**src/sv/amob_pkg.sv**
```systemverilog
// Package for the alpha map and opaque bounds block.
// Holds the shared types, register codes, reset values and result codes.
// No dependencies; every other file in this folder uses it.
package amob_pkg;

   localparam int unsigned PIXEL_W    = 32;
   localparam int unsigned MARGIN_W   = 12;
   localparam int unsigned CSR_IDX_W  = 3;
   localparam int unsigned CSR_DATA_W = 32;

   // Widest position counter that any legal image size parameter can need.
   localparam int unsigned POS_MAX_W  = 16;

   // Decoupling queue between the front and back halves.
   localparam int unsigned QUEUE_DEPTH = 4;
   localparam int unsigned QUEUE_AW    = 2;

   // Register indexes of the configuration port.
   localparam logic [CSR_IDX_W-1:0] CSR_ALPHA_BITS      = 3'd0;
   localparam logic [CSR_IDX_W-1:0] CSR_ALPHA_POS       = 3'd1;
   localparam logic [CSR_IDX_W-1:0] CSR_ALPHA_THRESHOLD = 3'd2;
   localparam logic [CSR_IDX_W-1:0] CSR_IMAGE_WIDTH     = 3'd3;
   localparam logic [CSR_IDX_W-1:0] CSR_IMAGE_HEIGHT    = 3'd4;
   localparam logic [CSR_IDX_W-1:0] CSR_HAS_ALPHA       = 3'd5;
   localparam logic [CSR_IDX_W-1:0] CSR_STRIP_BORDERS   = 3'd6;

   // Result kinds.
   localparam logic ITEM_PIXEL  = 1'b0;
   localparam logic ITEM_BOUNDS = 1'b1;

   // Register reset values.
   localparam logic [31:0] RST_ALPHA_BITS      = 32'hFF00_0000;
   localparam logic [4:0]  RST_ALPHA_POS       = 5'd24;
   localparam logic [7:0]  RST_ALPHA_THRESHOLD = 8'd20;
   localparam logic [12:0] RST_IMAGE_WIDTH     = 13'd1;
   localparam logic [12:0] RST_IMAGE_HEIGHT    = 13'd1;

   typedef struct packed {
      logic [31:0] alpha_bits;
      logic [4:0]  alpha_pos;
      logic [7:0]  alpha_threshold;
      logic [12:0] image_width;
      logic [12:0] image_height;
      logic        has_alpha;
      logic        strip_borders;
   } amob_cfg_type;

   // One classified pixel, handed from the front half to the back half.
   typedef struct packed {
      logic                 transparent;
      logic                 opaque;
      logic                 end_of_image;
      logic                 emit_end;
      logic [POS_MAX_W-1:0] column;
      logic [POS_MAX_W-1:0] row;
      logic [POS_MAX_W-1:0] width_last;
      logic [POS_MAX_W-1:0] height_last;
   } amob_entry_type;

   typedef enum logic {
      BACK_RUN,
      BACK_END
   } amob_back_state_type;

endpackage

```
**src/sv/amob_ifs.sv**
```systemverilog
// Valid/ready channel interfaces for the pixel input and the result output.
// Depends on amob_pkg for field widths.
interface amob_req_if;
   logic                         valid;
   logic                         ready;
   logic [amob_pkg::PIXEL_W-1:0] pixel;

   modport source (output valid, output pixel, input ready);
   modport sink (input valid, input pixel, output ready);
endinterface

interface amob_rsp_if;
   logic                          valid;
   logic                          ready;
   logic                          item_type;
   logic                          transparent;
   logic [amob_pkg::MARGIN_W-1:0] left_margin;
   logic [amob_pkg::MARGIN_W-1:0] top_margin;
   logic [amob_pkg::MARGIN_W-1:0] right_margin;
   logic [amob_pkg::MARGIN_W-1:0] bottom_margin;
   logic                          found;
   logic                          last;

   modport source (output valid, output item_type, output transparent,
                   output left_margin, output top_margin, output right_margin,
                   output bottom_margin, output found, output last, input ready);
   modport sink (input valid, input item_type, input transparent,
                 input left_margin, input top_margin, input right_margin,
                 input bottom_margin, input found, input last, output ready);
endinterface

```
**src/sv/amob_front.sv**
```systemverilog
// Front half: accepts pixels, counts column and row, and classifies each pixel.
// Depends on amob_pkg and amob_req_if.
module amob_front #(
   parameter int unsigned MAX_WIDTH  = 4096,
   parameter int unsigned MAX_HEIGHT = 4096
) (
   input  logic                    clock,
   input  logic                    reset,
   input  amob_pkg::amob_cfg_type  cfg,
   amob_req_if.sink                req,
   input  logic                    q_full,
   output logic                    q_push,
   output amob_pkg::amob_entry_type q_data
);

   localparam int unsigned COL_W = $clog2(MAX_WIDTH);
   localparam int unsigned ROW_W = $clog2(MAX_HEIGHT);

   logic [COL_W-1:0] column_ff, column_in;
   logic [ROW_W-1:0] row_ff, row_in;
   logic [COL_W-1:0] width_last;
   logic [ROW_W-1:0] height_last;
   logic [31:0]      alpha;
   logic [31:0]      threshold;
   logic             end_of_row;
   logic             end_of_image;
   logic             accept;

   assign req.ready = !q_full;
   assign accept    = req.valid && !q_full;
   assign q_push    = accept;

   // Out-of-range sizes clamp to 1 and to the maximum.
   always_comb begin
      if (cfg.image_width == '0) begin
         width_last = '0;
      end else if (32'(cfg.image_width) > 32'(MAX_WIDTH)) begin
         width_last = COL_W'(MAX_WIDTH - 1);
      end else begin
         width_last = COL_W'(32'(cfg.image_width) - 32'd1);
      end
      if (cfg.image_height == '0) begin
         height_last = '0;
      end else if (32'(cfg.image_height) > 32'(MAX_HEIGHT)) begin
         height_last = ROW_W'(MAX_HEIGHT - 1);
      end else begin
         height_last = ROW_W'(32'(cfg.image_height) - 32'd1);
      end
   end

   assign alpha        = req.pixel & cfg.alpha_bits;
   assign threshold    = 32'(cfg.alpha_threshold) << cfg.alpha_pos;
   assign end_of_row   = column_ff >= width_last;
   assign end_of_image = end_of_row && (row_ff >= height_last);

   always_comb begin
      q_data.transparent  = cfg.has_alpha && (alpha == '0);
      q_data.opaque       = cfg.has_alpha && cfg.strip_borders && (alpha > threshold);
      q_data.end_of_image = end_of_image;
      q_data.emit_end     = end_of_image && cfg.strip_borders;
      q_data.column       = amob_pkg::POS_MAX_W'(column_ff);
      q_data.row          = amob_pkg::POS_MAX_W'(row_ff);
      q_data.width_last   = amob_pkg::POS_MAX_W'(width_last);
      q_data.height_last  = amob_pkg::POS_MAX_W'(height_last);
   end

   always_comb begin
      column_in = column_ff;
      row_in    = row_ff;
      if (accept) begin
         if (end_of_image) begin
            column_in = '0;
            row_in    = '0;
         end else if (end_of_row) begin
            column_in = '0;
            row_in    = row_ff + ROW_W'(1);
         end else begin
            column_in = column_ff + COL_W'(1);
         end
      end
   end

   always_ff @(posedge clock) begin
      if (reset) begin
         column_ff <= '0;
         row_ff    <= '0;
      end else begin
         column_ff <= column_in;
         row_ff    <= row_in;
      end
   end

endmodule

```
**src/sv/amob_fifo.sv**
```systemverilog
// Short queue of classified pixels between the front and back halves.
// Depends on amob_pkg for the entry type and depth.
module amob_fifo (
   input  logic                     clock,
   input  logic                     reset,
   input  logic                     push,
   input  amob_pkg::amob_entry_type push_data,
   output logic                     full,
   input  logic                     pop,
   output logic                     valid,
   output amob_pkg::amob_entry_type pop_data
);

   localparam int unsigned AW = amob_pkg::QUEUE_AW;

   amob_pkg::amob_entry_type entries_ff [amob_pkg::QUEUE_DEPTH];
   logic [AW-1:0] wr_ptr_ff, wr_ptr_in;
   logic [AW-1:0] rd_ptr_ff, rd_ptr_in;
   logic [AW:0]   count_ff, count_in;
   logic          do_push;
   logic          do_pop;

   assign full     = count_ff == (AW+1)'(amob_pkg::QUEUE_DEPTH);
   assign valid    = count_ff != '0;
   assign pop_data = entries_ff[rd_ptr_ff];
   assign do_push  = push && !full;
   assign do_pop   = pop && valid;

   always_comb begin
      wr_ptr_in = do_push ? wr_ptr_ff + AW'(1) : wr_ptr_ff;
      rd_ptr_in = do_pop ? rd_ptr_ff + AW'(1) : rd_ptr_ff;
      count_in  = count_ff;
      if (do_push && !do_pop) begin
         count_in = count_ff + (AW+1)'(1);
      end else if (do_pop && !do_push) begin
         count_in = count_ff - (AW+1)'(1);
      end
   end

   always_ff @(posedge clock) begin
      if (reset) begin
         wr_ptr_ff <= '0;
         rd_ptr_ff <= '0;
         count_ff  <= '0;
      end else begin
         wr_ptr_ff <= wr_ptr_in;
         rd_ptr_ff <= rd_ptr_in;
         count_ff  <= count_in;
      end
   end

   always_ff @(posedge clock) begin
      if (do_push) begin
         entries_ff[wr_ptr_ff] <= push_data;
      end
   end

endmodule

```
**src/sv/amob_back.sv**
```systemverilog
// Back half: tracks the opaque bounds and drives the registered result channel.
// Depends on amob_pkg and amob_rsp_if.
module amob_back #(
   parameter int unsigned MAX_WIDTH  = 4096,
   parameter int unsigned MAX_HEIGHT = 4096
) (
   input  logic                     clock,
   input  logic                     reset,
   input  logic                     q_valid,
   input  amob_pkg::amob_entry_type q_data,
   output logic                     q_pop,
   amob_rsp_if.source               rsp
);

   localparam int unsigned COL_W = $clog2(MAX_WIDTH);
   localparam int unsigned ROW_W = $clog2(MAX_HEIGHT);
   localparam int unsigned MW    = amob_pkg::MARGIN_W;

   amob_pkg::amob_back_state_type state_ff, state_in;

   logic [COL_W-1:0] min_col_ff, min_col_in, max_col_ff, max_col_in;
   logic [ROW_W-1:0] min_row_ff, min_row_in, max_row_ff, max_row_in;
   logic             any_ff, any_in;
   logic [COL_W-1:0] wlast_ff, wlast_in;
   logic [ROW_W-1:0] hlast_ff, hlast_in;

   logic             valid_ff, valid_in;
   logic             item_type_ff, item_type_in;
   logic             transparent_ff, transparent_in;
   logic [MW-1:0]    left_ff, left_in, top_ff, top_in;
   logic [MW-1:0]    right_ff, right_in, bottom_ff, bottom_in;
   logic             found_ff, found_in;
   logic             last_ff, last_in;

   logic             out_free;
   logic             load_pixel;
   logic             load_end;
   logic [COL_W-1:0] col;
   logic [ROW_W-1:0] row;

   assign out_free = !valid_ff || rsp.ready;
   assign col      = COL_W'(q_data.column);
   assign row      = ROW_W'(q_data.row);

   always_comb begin
      case (state_ff)
         amob_pkg::BACK_RUN: begin
            if (q_valid && out_free && q_data.emit_end) begin
               state_in = amob_pkg::BACK_END;
            end else begin
               state_in = amob_pkg::BACK_RUN;
            end
         end
         amob_pkg::BACK_END: begin
            state_in = out_free ? amob_pkg::BACK_RUN : amob_pkg::BACK_END;
         end
         default: state_in = amob_pkg::BACK_RUN;
      endcase
   end

   always_comb begin
      case (state_ff)
         amob_pkg::BACK_RUN: begin
            load_pixel = q_valid && out_free;
            load_end   = 1'b0;
         end
         amob_pkg::BACK_END: begin
            load_pixel = 1'b0;
            load_end   = out_free;
         end
         default: begin
            load_pixel = 1'b0;
            load_end   = 1'b0;
         end
      endcase
   end

   assign q_pop = load_pixel;

   // Bounds: the end result is built in BACK_END after the last pixel, from the
   // registered bounds that already include that pixel.
   always_comb begin
      min_col_in = min_col_ff;
      max_col_in = max_col_ff;
      min_row_in = min_row_ff;
      max_row_in = max_row_ff;
      any_in     = any_ff;
      wlast_in   = wlast_ff;
      hlast_in   = hlast_ff;
      if (load_pixel) begin
         wlast_in = COL_W'(q_data.width_last);
         hlast_in = ROW_W'(q_data.height_last);
         if (q_data.end_of_image && !q_data.emit_end) begin
            min_col_in = '1;
            max_col_in = '0;
            min_row_in = '1;
            max_row_in = '0;
            any_in     = 1'b0;
         end else if (q_data.opaque) begin
            min_col_in = (col < min_col_ff) ? col : min_col_ff;
            max_col_in = (col > max_col_ff) ? col : max_col_ff;
            min_row_in = (row < min_row_ff) ? row : min_row_ff;
            max_row_in = (row > max_row_ff) ? row : max_row_ff;
            any_in     = 1'b1;
         end
      end else if (load_end) begin
         min_col_in = '1;
         max_col_in = '0;
         min_row_in = '1;
         max_row_in = '0;
         any_in     = 1'b0;
      end
   end

   always_comb begin
      valid_in       = valid_ff;
      item_type_in   = item_type_ff;
      transparent_in = transparent_ff;
      left_in        = left_ff;
      top_in         = top_ff;
      right_in       = right_ff;
      bottom_in      = bottom_ff;
      found_in       = found_ff;
      last_in        = last_ff;
      if (out_free) begin
         valid_in = 1'b0;
      end
      if (load_pixel) begin
         valid_in       = 1'b1;
         item_type_in   = amob_pkg::ITEM_PIXEL;
         transparent_in = q_data.transparent;
         left_in        = '0;
         top_in         = '0;
         right_in       = '0;
         bottom_in      = '0;
         found_in       = 1'b0;
         last_in        = !q_data.emit_end;
      end else if (load_end) begin
         valid_in       = 1'b1;
         item_type_in   = amob_pkg::ITEM_BOUNDS;
         transparent_in = 1'b0;
         left_in        = '0;
         top_in         = '0;
         right_in       = '0;
         bottom_in      = '0;
         found_in       = any_ff;
         last_in        = 1'b1;
         if (any_ff) begin
            left_in = MW'(min_col_ff);
            top_in  = MW'(min_row_ff);
            // Bounds left over from a larger image saturate to zero.
            if (max_col_ff <= wlast_ff) begin
               right_in = MW'(wlast_ff - max_col_ff);
            end
            if (max_row_ff <= hlast_ff) begin
               bottom_in = MW'(hlast_ff - max_row_ff);
            end
         end
      end
   end

   always_ff @(posedge clock) begin
      if (reset) begin
         state_ff   <= amob_pkg::BACK_RUN;
         valid_ff   <= 1'b0;
         min_col_ff <= '1;
         max_col_ff <= '0;
         min_row_ff <= '1;
         max_row_ff <= '0;
         any_ff     <= 1'b0;
      end else begin
         state_ff   <= state_in;
         valid_ff   <= valid_in;
         min_col_ff <= min_col_in;
         max_col_ff <= max_col_in;
         min_row_ff <= min_row_in;
         max_row_ff <= max_row_in;
         any_ff     <= any_in;
      end
   end

   always_ff @(posedge clock) begin
      wlast_ff       <= wlast_in;
      hlast_ff       <= hlast_in;
      item_type_ff   <= item_type_in;
      transparent_ff <= transparent_in;
      left_ff        <= left_in;
      top_ff         <= top_in;
      right_ff       <= right_in;
      bottom_ff      <= bottom_in;
      found_ff       <= found_in;
      last_ff        <= last_in;
   end

   assign rsp.valid         = valid_ff;
   assign rsp.item_type     = item_type_ff;
   assign rsp.transparent   = transparent_ff;
   assign rsp.left_margin   = left_ff;
   assign rsp.top_margin    = top_ff;
   assign rsp.right_margin  = right_ff;
   assign rsp.bottom_margin = bottom_ff;
   assign rsp.found         = found_ff;
   assign rsp.last          = last_ff;

endmodule

```
**src/sv/alpha_map_and_opaque_bounds_top.sv**
```systemverilog
// Top level of the alpha map and opaque bounds block: registers, front, queue, back.
// Depends on amob_pkg, amob_ifs, amob_front, amob_fifo and amob_back.
//
//   channel   direction  transfer carries
//   req_chan  in         one 32-bit pixel word, raster order
//   rsp_chan  out        pixel flag, or end-of-image margins and found flag
//   csr_*     in         register write: enable, index, data (no read-back)
//
// Flow: one pixel is accepted every clock while the queue is not full. Each pixel
// yields one flag result, which passes through the queue and then the result
// register. The last pixel of an image with border stripping on adds a margins
// result after its flag, built in BACK_END; the result register sets the pace.
// Reset: synchronous and active high; it restores register defaults, clears
// the position counters, the bounds and the queue.
// Stalls: a stall on rsp_chan fills the four-entry queue before req_chan.ready
// falls; req_chan.ready depends only on the queue being full.
module alpha_map_and_opaque_bounds_top #(
   parameter int unsigned MAX_WIDTH  = 4096,
   parameter int unsigned MAX_HEIGHT = 4096
) (
   input  logic                              clock,
   input  logic                              reset,
   amob_req_if.sink                          req_chan,
   amob_rsp_if.source                        rsp_chan,
   input  logic                              csr_wr_en,
   input  logic [amob_pkg::CSR_IDX_W-1:0]    csr_index,
   input  logic [amob_pkg::CSR_DATA_W-1:0]   csr_wdata
);

   amob_pkg::amob_cfg_type   cfg_ff, cfg_in;
   amob_pkg::amob_entry_type push_data;
   amob_pkg::amob_entry_type pop_data;
   logic                     q_push;
   logic                     q_full;
   logic                     q_pop;
   logic                     q_valid;

   // Register file. Writes are to be made only while the block is idle; the block
   // itself does not enforce it. A pixel sees the values that held when accepted.
   always_comb begin
      cfg_in = cfg_ff;
      if (csr_wr_en) begin
         case (csr_index)
            amob_pkg::CSR_ALPHA_BITS:      cfg_in.alpha_bits      = csr_wdata;
            amob_pkg::CSR_ALPHA_POS:       cfg_in.alpha_pos       = csr_wdata[4:0];
            amob_pkg::CSR_ALPHA_THRESHOLD: cfg_in.alpha_threshold = csr_wdata[7:0];
            amob_pkg::CSR_IMAGE_WIDTH:     cfg_in.image_width     = csr_wdata[12:0];
            amob_pkg::CSR_IMAGE_HEIGHT:    cfg_in.image_height    = csr_wdata[12:0];
            amob_pkg::CSR_HAS_ALPHA:       cfg_in.has_alpha       = csr_wdata[0];
            amob_pkg::CSR_STRIP_BORDERS:   cfg_in.strip_borders   = csr_wdata[0];
            default: cfg_in = cfg_ff;
         endcase
      end
   end

   always_ff @(posedge clock) begin
      if (reset) begin
         cfg_ff.alpha_bits      <= amob_pkg::RST_ALPHA_BITS;
         cfg_ff.alpha_pos       <= amob_pkg::RST_ALPHA_POS;
         cfg_ff.alpha_threshold <= amob_pkg::RST_ALPHA_THRESHOLD;
         cfg_ff.image_width     <= amob_pkg::RST_IMAGE_WIDTH;
         cfg_ff.image_height    <= amob_pkg::RST_IMAGE_HEIGHT;
         cfg_ff.has_alpha       <= 1'b1;
         cfg_ff.strip_borders   <= 1'b0;
      end else begin
         cfg_ff <= cfg_in;
      end
   end

   // The front half classifies each pixel against the current registers and
   // its own column and row count.
   amob_front #(
      .MAX_WIDTH  (MAX_WIDTH),
      .MAX_HEIGHT (MAX_HEIGHT)
   ) u_front (
      .clock  (clock),
      .reset  (reset),
      .cfg    (cfg_ff),
      .req    (req_chan),
      .q_full (q_full),
      .q_push (q_push),
      .q_data (push_data)
   );

   // The queue lets the front keep accepting while a result waits downstream.
   amob_fifo u_fifo (
      .clock     (clock),
      .reset     (reset),
      .push      (q_push),
      .push_data (push_data),
      .full      (q_full),
      .pop       (q_pop),
      .valid     (q_valid),
      .pop_data  (pop_data)
   );

   // The back half updates the bounds and owns the result register.
   amob_back #(
      .MAX_WIDTH  (MAX_WIDTH),
      .MAX_HEIGHT (MAX_HEIGHT)
   ) u_back (
      .clock   (clock),
      .reset   (reset),
      .q_valid (q_valid),
      .q_data  (pop_data),
      .q_pop   (q_pop),
      .rsp     (rsp_chan)
   );

`ifndef SYNTHESIS
   // The front never hands a pixel to a full queue.
   a_no_push_when_full: assert property (@(posedge clock) disable iff (reset)
      q_push |-> !q_full)
      else $error("pixel pushed into a full queue");

   // A flag result without last is followed at once by the margins result.
   a_end_follows: assert property (@(posedge clock) disable iff (reset)
      (rsp_chan.valid && rsp_chan.ready && !rsp_chan.last) |=>
      (rsp_chan.valid && rsp_chan.item_type == amob_pkg::ITEM_BOUNDS))
      else $error("margins result did not follow its last pixel flag");

   // With nothing opaque found, all four margins are zero.
   a_empty_margins: assert property (@(posedge clock) disable iff (reset)
      (rsp_chan.valid && rsp_chan.item_type == amob_pkg::ITEM_BOUNDS && !rsp_chan.found)
      |-> (rsp_chan.left_margin == '0 && rsp_chan.top_margin == '0 &&
           rsp_chan.right_margin == '0 && rsp_chan.bottom_margin == '0))
      else $error("nonzero margins without an opaque pixel");
`endif

endmodule
```
**src/flat_wrapper.sv**
```systemverilog
// flat-port wrapper written by rule: the top's interface ports become plain ports
module alpha_map_and_opaque_bounds_top_flat 
#(
   parameter int unsigned MAX_WIDTH  = 4096,
   parameter int unsigned MAX_HEIGHT = 4096
)
  (clock, reset, csr_wr_en, csr_index, csr_wdata, req_chan_valid, req_chan_pixel, req_chan_ready, rsp_chan_valid, rsp_chan_item_type, rsp_chan_transparent, rsp_chan_left_margin, rsp_chan_top_margin, rsp_chan_right_margin, rsp_chan_bottom_margin, rsp_chan_found, rsp_chan_last, rsp_chan_ready);
  amob_req_if req_chan_i ();
  amob_rsp_if rsp_chan_i ();
  input  logic clock;
  input  logic reset;
  input  logic csr_wr_en;
  input  logic [amob_pkg::CSR_IDX_W-1:0] csr_index;
  input  logic [amob_pkg::CSR_DATA_W-1:0] csr_wdata;
  input wire logic [$bits(req_chan_i.valid)-1:0] req_chan_valid;
  input wire logic [$bits(req_chan_i.pixel)-1:0] req_chan_pixel;
  output wire logic [$bits(req_chan_i.ready)-1:0] req_chan_ready;
  output wire logic [$bits(rsp_chan_i.valid)-1:0] rsp_chan_valid;
  output wire logic [$bits(rsp_chan_i.item_type)-1:0] rsp_chan_item_type;
  output wire logic [$bits(rsp_chan_i.transparent)-1:0] rsp_chan_transparent;
  output wire logic [$bits(rsp_chan_i.left_margin)-1:0] rsp_chan_left_margin;
  output wire logic [$bits(rsp_chan_i.top_margin)-1:0] rsp_chan_top_margin;
  output wire logic [$bits(rsp_chan_i.right_margin)-1:0] rsp_chan_right_margin;
  output wire logic [$bits(rsp_chan_i.bottom_margin)-1:0] rsp_chan_bottom_margin;
  output wire logic [$bits(rsp_chan_i.found)-1:0] rsp_chan_found;
  output wire logic [$bits(rsp_chan_i.last)-1:0] rsp_chan_last;
  input wire logic [$bits(rsp_chan_i.ready)-1:0] rsp_chan_ready;
  assign req_chan_i.valid = req_chan_valid;
  assign req_chan_i.pixel = req_chan_pixel;
  assign req_chan_ready = req_chan_i.ready;
  assign rsp_chan_valid = rsp_chan_i.valid;
  assign rsp_chan_item_type = rsp_chan_i.item_type;
  assign rsp_chan_transparent = rsp_chan_i.transparent;
  assign rsp_chan_left_margin = rsp_chan_i.left_margin;
  assign rsp_chan_top_margin = rsp_chan_i.top_margin;
  assign rsp_chan_right_margin = rsp_chan_i.right_margin;
  assign rsp_chan_bottom_margin = rsp_chan_i.bottom_margin;
  assign rsp_chan_found = rsp_chan_i.found;
  assign rsp_chan_last = rsp_chan_i.last;
  assign rsp_chan_i.ready = rsp_chan_ready;
  alpha_map_and_opaque_bounds_top #(.MAX_WIDTH(MAX_WIDTH), .MAX_HEIGHT(MAX_HEIGHT)) u_core (.clock(clock), .reset(reset), .req_chan(req_chan_i), .rsp_chan(rsp_chan_i), .csr_wr_en(csr_wr_en), .csr_index(csr_index), .csr_wdata(csr_wdata));
endmodule
```
**config.mk**
```make
export PLATFORM = sky130hd
export DESIGN_NAME = alpha_map_and_opaque_bounds_top_flat
export DESIGN_NICKNAME = d
export VERILOG_FILES = /design/src/sv/amob_pkg.sv /design/src/sv/amob_ifs.sv /design/src/sv/amob_front.sv /design/src/sv/amob_fifo.sv /design/src/sv/amob_back.sv /design/src/sv/alpha_map_and_opaque_bounds_top.sv /design/src/flat_wrapper.sv
export SDC_FILE = /design/constraint.sdc
export NUM_CORES = 1
export LEC_CHECK = 0
export BUFFER_PORTS_ARGS = -buffer_cell sky130_fd_sc_hd__buf_2
export CORE_AREA = 2 2 267 269
export DETAILED_ROUTE_END_ITERATION = 8
export DIE_AREA = 0 0 269 271
export PLACE_DENSITY = 0.49
export SLEW_MARGIN = 20
export SYNTH_ARGS = -nofsm -noshare
export SYNTH_HDL_FRONTEND = slang
export SYNTH_SLANG_ARGS = --single-unit
```
**constraint.sdc**
```tcl
create_clock -name clock -period 6.8 [get_ports clock]
set_clock_uncertainty 0.15 [all_clocks]
set_input_delay 2.04 -clock clock [delete_from_list [all_inputs] [get_ports clock]]
set_output_delay 2.04 -clock clock [all_outputs]
set_load 0.02 [all_outputs]
```
==> out/summary.md <==
- result of the run: finished, final reports clean
- global-route usage over all layers: 14.12%
- fmax: 202.7 MHz
- count of flip-flops with a built-in enable after synthesis: 234
- DP HPWL: 36,440 µm
- final critical-path share of the clock period: 72.55%
- worst slack at placement: 1.893 ns
- TritonCTS clock tree: built
- Hold Path Class: register to register
- startpoint type of the worst setup path: register
- area of the core: 0.06979 mm²
- Max Buffers Root-to-Sink: 3
- Boundary Pins: 126
- highest ir drop seen on vdd: 166.9 µV
- Worst slew margin: 30.59%
- initial antenna violation count: 4
- total clock buffers created by CTS: 51
- top library cells by usage in the layout, fill and taps aside: 234 x sky130_fd_sc_hd__edfxtp_1, 233 x sky130_fd_sc_hd__nand2_1, 205 x sky130_fd_sc_hd__dfxtp_1, 165 x sky130_fd_sc_hd__a21oi_1, 137 x sky130_fd_sc_hd__ha_1
- number of H-tree levels: 2
- area delta synth->final: 15.17%
- placer congestion estimate: 0.8427
- vias post-DR: 14,282
- root buffer cell: sky130_fd_sc_hd__clkbuf_16
- horizontal die dimension: 269 µm
- fraction of final layout cells with drive strength greater than 1: 14.33%
- final routed DRC violation total: 0
- via count of the first global-routing pass: 14,277
- power density over the cells: 342.1 mW/mm²
- # setup viols final: 0
- setup repair after global routing missed its margin: false
- terminating pin of the worst hold path: u_core.u_back.rsp.left_margin[7]$_SDFFE_PP0P_
- Post-Syn Area per Cell: 11.27 µm²
- pin count of the biggest net entering global routing: 90
- number of cells on the worst hold path: 2
- endpoint of the most critical register-to-register path: u_core.u_front.row_ff[2]$_SDFFE_PP0P_
- final worst path period need: 4.933 ns
- start point of the worst min-delay path: u_core.u_back.rsp.left_margin[7]$_SDFFE_PP0P_
- async set or reset register ratio after synthesis: 0%
- final count of hold timing violations: 0
- Routed WL per cell: 17.49 µm
- number of gates given a new drive strength after cts: 0
- final worst setup slack: 1.867 ns
- floorplan row count: 97
- main flop type after synthesis: sky130_fd_sc_hd__edfxtp_1
- initial core utilization: 29.84%
- WL final: 51,370 µm
- clock sinks: 441
- syn_nets: 2,060
- final number of max-transition violations: 0
- highest fanout seen on the critical path: 17
- endpoint arrival time on the critical path: 5.29 ns
- violation count after the first detailed-route iteration: 831
- number of hold buffers added after CTS: 0
- total grt overflow: 0
- global-route wire length before repair: 80,640 µm
- summed instance area of the synthesized netlist: 0.02083 mm²
- via density per instance: 4.863
- count of nets after finishing: 2,166
- number of optimization iterations in the first detailed-route pass: 5
- Worst Path Required: 7.16 ns
- post-CTS repair timing setup buffer count: 0
- post-synthesis sequential area ratio: 53.64%
- category of the most critical setup path: register to register
- reg-to-reg startpoint: u_core.cfg_ff[17]$_SDFFE_PP0P_
- Yosys cell types: 73
- most common cell after layout, fill and taps aside: sky130_fd_sc_hd__edfxtp_1
- leakage power of the design: 9.182 nW
- final antenna-violating net count: 0
- Least-Margin Pin Slew: 1.041 ns
- crit end category: register
- logic depth of the worst register-to-register path: 13
- IO buf count: 125
- FF+latch count, synth: 441
- height of the die: 271 µm
- Synth Warn #: 0
- Total Negative Setup Slacks: 0 ns
- Clk Latency, worst-skew pair: 0.60 ns
- synthesized instance count: 1,848
- worst reg-to-reg setup slack: 1.87 ns
- clock slew at reported path FFs: 0.06 ns
- Die Outline Area: 0.07290 mm²
- max-capacitance violation count: 0
==> flip-flops by register name (all words and copies together), names as in the netlist, 2 cells and up, named ones only <==
register,cells
u_core.u_back.hlast_ff,12
u_core.u_fifo.wr_ptr_ff,2
u_core.u_front.column_ff,12
u_core.u_back.rsp.right_margin,12
u_core.u_back.rsp.left_margin,12
u_core.u_fifo.entries_ff,208
u_core.u_back.max_row_ff,12
u_core.u_front.row_ff,12
u_core.u_fifo.rd_ptr_ff,2
u_core.u_back.wlast_ff,12
u_core.u_back.min_col_ff,12
u_core.u_back.min_row_ff,12
u_core.cfg_ff,73
u_core.u_fifo.count_ff,3
u_core.u_back.rsp.top_margin,12
u_core.u_back.max_col_ff,12
u_core.u_back.rsp.bottom_margin,12
==> how the worst max path moves through the flow <==
stage,start,cells past startpoint,to
6_report,u_core.cfg_ff[17]$_SDFFE_PP0P_,13,u_core.u_front.row_ff[2]$_SDFFE_PP0P_
3_3_place_gp,u_core.cfg_ff[17]$_SDFFE_PP0P_,13,u_core.u_front.row_ff[2]$_SDFFE_PP0P_
2_1_floorplan,rsp_chan_ready,5,u_core.u_back.hlast_ff[0]$_DFFE_PP_
4_1_cts,u_core.cfg_ff[17]$_SDFFE_PP0P_,13,u_core.u_front.row_ff[2]$_SDFFE_PP0P_
5_1_grt,u_core.cfg_ff[17]$_SDFFE_PP0P_,13,u_core.u_front.row_ff[2]$_SDFFE_PP0P_
3_5_place_dp,u_core.cfg_ff[17]$_SDFFE_PP0P_,13,u_core.u_front.row_ff[2]$_SDFFE_PP0P_
==> metrics by stage <==
| step | hold WS, ns | cells | cell area [µm²] | total power, mW | utilization [%] |
|---|---|---|---|---|---|
| 6_report | 0.2949 | 2937 | 23990 | 8.205 | 34.37 |
| 2_1_floorplan | 0.2789 | 1848 | 20830 | 5.013 | - |
| 5_1_grt | 0.3096 | 2936 | 23980 | 8.691 | 34.37 |
| 3_5_place_dp | 0.2919 | 2841 | 22380 | 5.693 | 32.07 |
| 3_3_place_gp | 0.2875 | 2841 | 22380 | 5.642 | 32.07 |
| 4_1_cts | 0.2990 | 2936 | 23970 | 8.323 | 34.34 |
==> cell families (layout without fill, tap and decap cells) <==
| group | count (synthesis) | in the layout | synth area share, % |
|---|---|---|---|
| AND/OR/NAND/NOR | 576 | 576 | 13.39 |
| flip-flops | 441 | 441 | 53.64 |
| AO/OA/AOI/OAI | 397 | 397 | 12.33 |
| buffers and inverters | 167 | 315 | 3.190 |
| adder cells (fa/ha/maj) | 140 | 140 | 8.519 |
| multiplexers | 73 | 73 | 6.663 |
| XOR/XNOR | 54 | 54 | 2.271 |
| other | 0 | 1 | 0 |
==> worst max-delay path: stages, from the launching register on <==
cell	delay (ns)
sky130_fd_sc_hd__dfxtp_1	0.36
sky130_fd_sc_hd__or4_1	0.61
sky130_fd_sc_hd__nor4_2	0.27
sky130_fd_sc_hd__nor2b_1	0.27
sky130_fd_sc_hd__nand3b_1	0.17
sky130_fd_sc_hd__nand2b_1	0.43
sky130_fd_sc_hd__o21a_1	0.30
sky130_fd_sc_hd__ha_1	0.30
sky130_fd_sc_hd__nand2b_1	0.14
sky130_fd_sc_hd__a2111oi_0	0.41
sky130_fd_sc_hd__o41a_1	0.32
sky130_fd_sc_hd__a21o_1	0.37
sky130_fd_sc_hd__nand2_1	0.37
sky130_fd_sc_hd__a311oi_1	0.36
==> cell usage after synthesis, types with 14 or more instances <==
| cell type | n | area share (%) |
|---|---|---|
| sky130_fd_sc_hd__nand3b_1 | 15 | 0.54 |
| sky130_fd_sc_hd__and2_1 | 40 | 1.2 |
| sky130_fd_sc_hd__nor3_1 | 17 | 0.41 |
| sky130_fd_sc_hd__ha_1 | 137 | 8.2 |
| sky130_fd_sc_hd__mux4_2 | 52 | 5.6 |
| sky130_fd_sc_hd__a21o_1 | 36 | 1.3 |
| sky130_fd_sc_hd__xnor2_1 | 26 | 1.1 |
| sky130_fd_sc_hd__a21oi_1 | 165 | 4.0 |
| sky130_fd_sc_hd__o22a_1 | 24 | 1.0 |
| sky130_fd_sc_hd__xor2_1 | 28 | 1.2 |
| sky130_fd_sc_hd__nand2_1 | 235 | 4.2 |
| sky130_fd_sc_hd__mux2i_1 | 16 | 0.77 |
| sky130_fd_sc_hd__nor2b_1 | 15 | 0.45 |
| sky130_fd_sc_hd__edfxtp_1 | 234 | 34 |
| sky130_fd_sc_hd__o31ai_1 | 17 | 0.61 |
| sky130_fd_sc_hd__nor2_1 | 82 | 1.5 |
| sky130_fd_sc_hd__nand4_1 | 23 | 0.69 |
| sky130_fd_sc_hd__nand2b_1 | 30 | 0.90 |
| sky130_fd_sc_hd__nand3_1 | 63 | 1.5 |
| sky130_fd_sc_hd__dfxtp_1 | 207 | 20 |
| sky130_fd_sc_hd__clkbuf_1 | 50 | 0.90 |
| sky130_fd_sc_hd__a22o_1 | 14 | 0.59 |
| sky130_fd_sc_hd__o21a_1 | 14 | 0.50 |
| sky130_fd_sc_hd__o21ai_0 | 43 | 1.0 |
| sky130_fd_sc_hd__inv_1 | 88 | 1.6 |
==> cell type report <==
type                            count  area (µm²)
Clock buffer                       60        1341
Inverter                           89       334.1
Fill cell                        6970       45800
Sequential cell                   441       11180
Multi-Input combinational cell   1240        9032
Clock inverter                     35       247.7
Tap cell                          940        1176
Antenna cell                        1       2.502
Timing Repair Buffer              131       673.1
==> routing by layer <==
metal	part of all wire [%]	track usage (%)	routed length, µm	vias up
li1	-	-	-	7018
met1	47	19.19	24200	6876
met2	46	22.92	23660	299
met3	4.5	2.612	2312	83
met4	2.3	3.860	1158	6
met5	0.066	0	34	-
==> power breakdown <==
group / total [mW] / switching, mW / internal, mW / leakage [nW]
Sequential: 3.39 / 0.224 / 3.16 / 3.95
Clock: 2.60 / 1.11 / 1.48 / 0.761
Combinational: 2.22 / 1.35 / 0.869 / 4.47
Total: 8.21 / 2.69 / 5.52 / 9.18
Note: power is estimated with default switching activity, not from simulation.
